$ cat src/design/gbn_pkg.sv
package gbn_pkg;

    localparam int SEQ_BITS     = 2;
    localparam int SEQ_NUM      = 4;
    localparam int CNT_BITS     = 3;
    localparam int CFG_BITS     = 24;
    localparam int WINDOW_DEF   = 4;
    localparam int PAYLOAD_DEF  = 16;
    localparam int TIMER_DEF    = 24;

    localparam logic [CFG_BITS-1:0] TIMEOUT_RST = 24'd8000000;
    localparam logic [SEQ_BITS-1:0] RX_SEQ_RST  = 2'd3;

    // request operation codes
    localparam logic [1:0] OP_TICK = 2'd0;
    localparam logic [1:0] OP_SEND = 2'd1;
    localparam logic [1:0] OP_ACK  = 2'd2;
    localparam logic [1:0] OP_DATA = 2'd3;

    // result kinds
    localparam logic [1:0] KIND_DATA    = 2'd0;
    localparam logic [1:0] KIND_ACK     = 2'd1;
    localparam logic [1:0] KIND_DELIVER = 2'd2;
    localparam logic [1:0] KIND_REFUSE  = 2'd3;

endpackage

$ cat src/design/gbn_tmr_unit.sv
module gbn_tmr_unit #(
    parameter int TIMER_BITS = gbn_pkg::TIMER_DEF
) (
    input  logic [TIMER_BITS-1:0]        i_timer,
    input  logic [gbn_pkg::CFG_BITS-1:0] i_timeout,
    output logic [TIMER_BITS-1:0]        o_timer,
    output logic                         o_expired
);

    localparam int CMP_W = (TIMER_BITS > gbn_pkg::CFG_BITS) ? TIMER_BITS : gbn_pkg::CFG_BITS;

    logic             sat;
    logic [CMP_W-1:0] tmr_ext;
    logic [CMP_W-1:0] lim_ext;

    // saturating increment, then compare against the limit
    assign sat       = &i_timer;
    assign o_timer   = sat ? i_timer : i_timer + TIMER_BITS'(1);
    assign tmr_ext   = CMP_W'(o_timer);
    assign lim_ext   = CMP_W'(i_timeout);
    assign o_expired = tmr_ext > lim_ext;

endmodule

$ cat src/design/go_back_n_arq_link_core.sv
// send and data requests present their first result after the exec state (an in-order
// data frame gives its ack from the ack state after the delivery); acks, and data frames
// that are neither next nor a repeat, give none. tick: a decode, a scan of each
// outstanding slot through the shared timer unit and a final check, then one resend
// per cycle on timeout while the output is free; the input stalls until back in idle
// reset (synchronous, active low) clears window and timers, presets the receive sequence
module go_back_n_arq_link_core #(
    parameter int WINDOW_SIZE  = gbn_pkg::WINDOW_DEF,
    parameter int PAYLOAD_BITS = gbn_pkg::PAYLOAD_DEF,
    parameter int TIMER_BITS   = gbn_pkg::TIMER_DEF
) (
    input  logic                         i_clk,
    input  logic                         i_rst_n,
    input  logic                         i_cfg_we,
    input  logic [gbn_pkg::CFG_BITS-1:0] i_cfg_wdata,
    input  logic                         i_in_valid,
    output logic                         o_in_stall,
    input  logic [1:0]                   i_operation,
    input  logic [gbn_pkg::SEQ_BITS-1:0] i_seq_in,
    input  logic [PAYLOAD_BITS-1:0]      i_payload_in,
    output logic                         o_out_valid,
    input  logic                         i_out_stall,
    output logic [1:0]                   o_kind,
    output logic [gbn_pkg::SEQ_BITS-1:0] o_seq_out,
    output logic [PAYLOAD_BITS-1:0]      o_payload_out,
    output logic                         o_last
);

    localparam int SB = gbn_pkg::SEQ_BITS;
    localparam int CB = gbn_pkg::CNT_BITS;
    localparam logic [CB-1:0] WIN = CB'(WINDOW_SIZE);

    localparam logic [2:0] S_IDLE   = 3'd0;
    localparam logic [2:0] S_EXEC   = 3'd1;
    localparam logic [2:0] S_SCAN   = 3'd2;
    localparam logic [2:0] S_RESEND = 3'd3;
    localparam logic [2:0] S_ACK2   = 3'd4;

    localparam logic [1:0] OP_TICK_C = gbn_pkg::OP_TICK;
    localparam logic [1:0] OP_SEND_C = gbn_pkg::OP_SEND;
    localparam logic [1:0] OP_ACK_C  = gbn_pkg::OP_ACK;

    logic [2:0]                   r_state, n_state;
    logic [gbn_pkg::CFG_BITS-1:0] r_timeout;
    logic [1:0]                   r_op;
    logic [SB-1:0]                r_seq;
    logic [PAYLOAD_BITS-1:0]      r_pay;
    logic [SB-1:0]                r_next, n_next;
    logic [SB-1:0]                r_oldest, n_oldest;
    logic [CB-1:0]                r_cnt, n_cnt;
    logic [SB-1:0]                r_rx_seq, n_rx_seq;
    logic [CB-1:0]                r_idx, n_idx;
    logic                         r_fire, n_fire;
    logic [TIMER_BITS-1:0]        r_timer [gbn_pkg::SEQ_NUM];
    logic [TIMER_BITS-1:0]        n_timer [gbn_pkg::SEQ_NUM];
    logic [PAYLOAD_BITS-1:0]      r_win_pay [gbn_pkg::SEQ_NUM];

    logic                         r_out_valid, n_out_valid;
    logic [1:0]                   r_kind, n_kind;
    logic [SB-1:0]                r_seq_out, n_seq_out;
    logic [PAYLOAD_BITS-1:0]      r_pay_out, n_pay_out;
    logic                         r_last, n_last;

    logic                         win_we;
    logic                         out_free;
    logic                         emit;
    logic [SB-1:0]                slot;
    logic [SB-1:0]                ack_dist;
    logic [TIMER_BITS-1:0]        tmr_next;
    logic                         tmr_expired;

    assign o_in_stall    = (r_state != S_IDLE);
    assign o_out_valid   = r_out_valid;
    assign o_kind        = r_kind;
    assign o_seq_out     = r_seq_out;
    assign o_payload_out = r_pay_out;
    assign o_last        = r_last;

    assign out_free = !r_out_valid || !i_out_stall;
    assign slot     = r_oldest + r_idx[SB-1:0];
    assign ack_dist = r_seq - r_oldest;

    // one timer update per cycle, shared across the slots
    gbn_tmr_unit #(
        .TIMER_BITS(TIMER_BITS)
    ) u_tmr (
        .i_timer  (r_timer[slot]),
        .i_timeout(r_timeout),
        .o_timer  (tmr_next),
        .o_expired(tmr_expired)
    );

    always_comb begin
        n_state   = r_state;
        n_next    = r_next;
        n_oldest  = r_oldest;
        n_cnt     = r_cnt;
        n_rx_seq  = r_rx_seq;
        n_idx     = r_idx;
        n_fire    = r_fire;
        n_timer   = r_timer;
        win_we    = 1'b0;
        emit      = 1'b0;
        n_kind    = r_kind;
        n_seq_out = r_seq_out;
        n_pay_out = r_pay_out;
        n_last    = r_last;

        case (r_state)
            S_IDLE: begin
                if (i_in_valid) begin
                    n_state = S_EXEC;
                end
            end
            S_EXEC: begin
                case (r_op)
                    OP_TICK_C: begin
                        n_idx   = '0;
                        n_fire  = 1'b0;
                        n_state = S_SCAN;
                    end
                    OP_SEND_C: begin
                        if (out_free) begin
                            emit      = 1'b1;
                            n_seq_out = r_next;
                            n_pay_out = r_pay;
                            n_last    = 1'b1;
                            n_state   = S_IDLE;
                            if (r_cnt >= WIN) begin
                                n_kind = gbn_pkg::KIND_REFUSE;
                            end else begin
                                n_kind           = gbn_pkg::KIND_DATA;
                                win_we           = 1'b1;
                                n_timer[r_next]  = '0;
                                n_cnt            = r_cnt + CB'(1);
                                n_next           = r_next + SB'(1);
                            end
                        end
                    end
                    OP_ACK_C: begin
                        if (CB'(ack_dist) < r_cnt) begin
                            n_oldest = r_seq + SB'(1);
                            n_cnt    = r_cnt - CB'(ack_dist) - CB'(1);
                        end
                        n_state = S_IDLE;
                    end
                    default: begin
                        if (r_seq == r_rx_seq + SB'(1)) begin
                            if (out_free) begin
                                emit      = 1'b1;
                                n_kind    = gbn_pkg::KIND_DELIVER;
                                n_seq_out = r_seq;
                                n_pay_out = r_pay;
                                n_last    = 1'b0;
                                n_rx_seq  = r_seq;
                                n_state   = S_ACK2;
                            end
                        end else if (r_seq == r_rx_seq) begin
                            if (out_free) begin
                                emit    = 1'b1;
                                n_kind  = gbn_pkg::KIND_ACK;
                                n_seq_out = r_seq;
                                n_pay_out = '0;
                                n_last  = 1'b1;
                                n_state = S_IDLE;
                            end
                        end else begin
                            n_state = S_IDLE;
                        end
                    end
                endcase
            end
            S_SCAN: begin
                if (r_idx == r_cnt) begin
                    n_idx   = '0;
                    n_state = r_fire ? S_RESEND : S_IDLE;
                end else begin
                    n_timer[slot] = tmr_next;
                    n_fire        = r_fire | tmr_expired;
                    n_idx         = r_idx + CB'(1);
                end
            end
            S_RESEND: begin
                if (out_free) begin
                    emit          = 1'b1;
                    n_kind        = gbn_pkg::KIND_DATA;
                    n_seq_out     = slot;
                    n_pay_out     = r_win_pay[slot];
                    n_last        = (r_idx + CB'(1) == r_cnt);
                    n_timer[slot] = '0;
                    n_idx         = r_idx + CB'(1);
                    if (r_idx + CB'(1) == r_cnt) begin
                        n_state = S_IDLE;
                    end
                end
            end
            S_ACK2: begin
                if (out_free) begin
                    emit      = 1'b1;
                    n_kind    = gbn_pkg::KIND_ACK;
                    n_seq_out = r_seq;
                    n_pay_out = '0;
                    n_last    = 1'b1;
                    n_state   = S_IDLE;
                end
            end
            default: begin
                n_state = S_IDLE;
            end
        endcase

        n_out_valid = out_free ? emit : r_out_valid;
    end

    always_ff @(posedge i_clk) begin
        if (!i_rst_n) begin
            r_state     <= S_IDLE;
            r_timeout   <= gbn_pkg::TIMEOUT_RST;
            r_next      <= '0;
            r_oldest    <= '0;
            r_cnt       <= '0;
            r_rx_seq    <= gbn_pkg::RX_SEQ_RST;
            r_idx       <= '0;
            r_fire      <= 1'b0;
            r_out_valid <= 1'b0;
            for (int k = 0; k < gbn_pkg::SEQ_NUM; k++) begin
                r_timer[k] <= '0;
            end
        end else begin
            r_state     <= n_state;
            r_next      <= n_next;
            r_oldest    <= n_oldest;
            r_cnt       <= n_cnt;
            r_rx_seq    <= n_rx_seq;
            r_idx       <= n_idx;
            r_fire      <= n_fire;
            r_out_valid <= n_out_valid;
            r_timer     <= n_timer;
            if (i_cfg_we) begin
                r_timeout <= i_cfg_wdata;
            end
        end
    end

    // request and result payload, no reset needed
    always_ff @(posedge i_clk) begin
        if (r_state == S_IDLE && i_in_valid) begin
            r_op  <= i_operation;
            r_seq <= i_seq_in;
            r_pay <= i_payload_in;
        end
        if (win_we) begin
            r_win_pay[r_next] <= r_pay;
        end
        if (emit) begin
            r_kind    <= n_kind;
            r_seq_out <= n_seq_out;
            r_pay_out <= n_pay_out;
            r_last    <= n_last;
        end
    end

endmodule

$ cat config.mk
export PLATFORM = sky130hd
export DESIGN_NAME = go_back_n_arq_link_core
export DESIGN_NICKNAME = d
export VERILOG_FILES = /design/src/design/gbn_pkg.sv /design/src/design/gbn_tmr_unit.sv /design/src/design/go_back_n_arq_link_core.sv
export SDC_FILE = /design/constraint.sdc
export NUM_CORES = 1
export LEC_CHECK = 0
export BUFFER_PORTS_ARGS = -buffer_cell sky130_fd_sc_hd__buf_2
export CAP_MARGIN = 10
export CORE_MARGIN = 1
export CORE_UTILIZATION = 52
export DETAILED_ROUTE_END_ITERATION = 10
export PLACE_DENSITY = 0.81
export SLEW_MARGIN = 20
export SYNTH_ARGS = -nofsm -noshare
export SYNTH_HDL_FRONTEND = slang
export SYNTH_HIERARCHICAL = 1
export SYNTH_SLANG_ARGS = --single-unit
$ cat constraint.sdc
create_clock -name i_clk -period 5.4 [get_ports i_clk]
set_input_delay 0.27 -clock i_clk [delete_from_list [all_inputs] [get_ports i_clk]]
set_output_delay 0.27 -clock i_clk [all_outputs]
set_load 0.01 [all_outputs]
==> flow_summary.ini <==
[routing]
route.detailed.drc = 0
drt_wl_total_um = 27810
dr.first_iter.drc_count = 682
ant_nets = 0
drt-pass1-iter-count = 8
vias_per_cell = 6.119
via_count = 8408
route.detailed.wl_per_inst_um = 20.24

[status]
status = completed

[critical_path]
critPathLaunchType = register
cp.arrival_ps = 5470
crit_family = simple AND/OR/NAND/NOR gates
endpoint = r_fire
max_stage_delay_ps = 500
cp.required_ps = 5790
cp_slowest_cell = nor4_1
r2r_start = r_idx[0]
r2r_cells = 18
reg2reg_to = r_fire
cp-startpoint = r_idx[0]
cp-end-kind = register
worst-path-max-fanout = 21
path_cells = ha_4, xnor3_2, buf_4, buf_4, mux4_2, inv_1, nor3_1, a31oi_2, and3_1, xor2_1, ha_1, nand4_1, nor4_1, nand3_1, nor3_1, a31oi_1, a22oi_1, nor2_1
path_depth = 18
path_buf_inv = 3
setup.worst_path.class = register to register
reg2reg_slack_ps = 320

[global_routing]
grt_pass1_wl_um = 43580
first_global_vias = 8441
antenna_found_initial = 0
gr-total-overflow = 0
grt_max_degree = 49
grt_usage_pct = 25.03

[finish]
drive_gt1_share_pct = 17.56
regArea_um2 = 5896
nets = 1172
multi_input_area_um2 = 4979
syn_to_final_growth_pct = 16.15
nFillCells = 1560
diodes = 0

[cts]
cts_buffers = 25
clkTransAtPathRegs_ps = 60
cts-root-buf = clkbuf_16
clock_latency_ps = 540
clock_sinks = 242
cts_setup_buffers = 0
htreeDepth = 1
clock_path_buffers = 3
cts_tree = done

[power]
power.total_mw = 4.119
switching_share_pct = 24.08
powerDensity_nw_per_um2 = 314.2
ir_worst_vdd_uv = 300.0
pwr-share-seq_pct = 49.0
comb_power_share_pct = 8.5
switchingPower_mw = 0.9921
p_int_mw = 3.127
p_leak_nw = 5.002
clkPwrFrac_pct = 42.5

[synth]
yosys_warnings = 6
yosys-top-cells-area = edfxtp_1, dfxtp_1, mux4_2
netlist_instances = 982
ys_seq_area_share_pct = 52.23
yosysUniqueCellTypes = 70
avgSynthCellArea_um2 = 11.50
synth_edf_count = 105
synth_area_um2 = 11290
synth_commonest_cells = dfxtp_1, edfxtp_1, nand2_1
synthesis.nets = 1073
synthArstFlopShare_pct = 0
ys.flop_type = dfxtp_1
synth_top_area_share_pct = 27.93
ys_ff_latch = 242
synth_most_common_cell = dfxtp_1
synth_top_area_cell = edfxtp_1

[min_path]
hp-class = input port to register

[sta]
period_share_pct = 93.99
rsz0062_at_grt = false
finalHoldViolCount = 0
fmax_mhz = 197.0
finalMaxSlewViolations = 0
setup_viol = 0
layout_min_cycle_time_ps = 5075
relSlewSlack_pct = 27.39
tns_ps = 0
finClkSkew_ps = 19.43
tightest_slew_ps = 1088

[floorplanning]
die_w_um = 149.3
io_pins = 72
die_y_um = 149.3
num_rows = 53
die-area_um2 = 22300
initial_core_util_pct = 53.36
core_area_um2 = 21150

[run]
maxCapViolCount = 0

[placed_design]
dpl.hpwl_um = 16800
place_congestion = 0.8317
portBuffers = 71
## worst register-to-register path, cell delays in order (launching register included)
cell     delay (ps)
dfxtp_1         370
ha_4            180
xnor3_2         480
buf_4           390
buf_4           360
mux4_2          300
inv_1            90
nor3_1          340
a31oi_2         310
and3_1          290
xor2_1          150
ha_1            310
nand4_1         150
nor4_1          500
nand3_1         180
nor3_1          210
a31oi_1          60
a22oi_1         190
nor2_1           70
## metrics by stage
| stage | instance area, um^2 | setup slack [ps] | hold WS, ps | instances | utilization (%) |
|---|---|---|---|---|---|
| CTS | 13100 | 327.0 | 6.080 | 1374 | 61.93 |
| global route | 13110 | 9.832 | 24.82 | 1374 | 61.98 |
| finish | 13110 | 324.5 | 0.5423 | 1374 | 61.98 |
| floorplan | 11290 | 665.0 | 368.9 | 982 | - |
| global placement | 11880 | 527.1 | 445.9 | 1289 | 56.14 |
| detailed placement | 11880 | 367.9 | 448.5 | 1289 | 56.14 |
## sequential cells by signal, summed over array words and instances (netlist names), 3 cells and up
name,flops
r_idx,3
r_cnt,3
r_state,3
r_win_pay,64
r_timer,96
r_pay,16
o_payload_out,16
r_timeout,24
## timing repair
action                                 CTS  global route
endpoints found under the hold margin   40             0
gates resized for setup                  0             1
hold buffers                            40             0
setup endpoints to repair                0             1
## layout make-up
cell class / count / area share [%]
flip-flops and latches: 242 / 44.97
multi-input cells: 638 / 37.97
repair buffers: 131 / 6.909
clock buffers: 28 / 4.934
well taps: 275 / 2.624
clock inverters: 17 / 1.365
inverters: 43 / 1.231
## routing by layer
metal / track usage [%] / vias up / wire length, um
met5: 0 / - / 0
met4: 11.07 / 0 / 1033
met3: 3.425 / 61 / 1933
met2: 42.51 / 393 / 13640
met1: 31.86 / 4109 / 11210
li1: - / 3845 / -
## power groups by stage
stage | registers (mW) | logic, mW | clock network [mW]
global placement | 2.05 | 0.311 | 0
detailed placement | 2.06 | 0.317 | 0
finish | 2.02 | 0.350 | 1.75
global route | 2.02 | 0.379 | 1.83
CTS | 2.02 | 0.344 | 1.75
floorplan | 2.04 | 0.236 | 0
## kinds of logic (layout without fill, tap and decap cells)
kind of cell    Yosys count  after routing  synth area share (%)
mux                      77             77                 11.25
compound gates          243            243                 14.11
fa+ha+maj                42             42                 4.722
flops                   242            242                 52.23
simple gates            243            243                 10.86
xor+xnor                 33             33                 2.749
buf+inv                 102            219                 4.079
## worst min path at each step
stage / cells after the start / startpoint / end
floorplan: 0 / i_operation[0] / r_op[0]
global placement: 1 / i_payload_in[15] / r_pay[15]
detailed placement: 1 / i_operation[1] / r_op[1]
CTS: 3 / i_cfg_wdata[4] / r_timeout[4]
global route: 3 / i_cfg_wdata[4] / r_timeout[4]
finish: 3 / i_cfg_wdata[3] / r_timeout[3]
## cells in the final DEF (no fill, tap or decap), types with 21 or more instances in the layout
cell | synthesis | routed
a21oi_1 | 75 | 74
a22o_1 | 48 | 48
buf_2 | 24 | 71
clkbuf_16 | 0 | 25
dfxtp_1 | 137 | 137
dlygate4sd3_1 | 0 | 40
edfxtp_1 | 105 | 105
ha_1 | 41 | 40
inv_1 | 42 | 42
mux2i_1 | 35 | 35
mux4_2 | 37 | 37
nand2_1 | 93 | 93
nand3_1 | 22 | 22
nor2_1 | 38 | 37
o21ai_0 | 64 | 62
xnor2_1 | 21 | 21
Power figures use the tool's default switching activity.
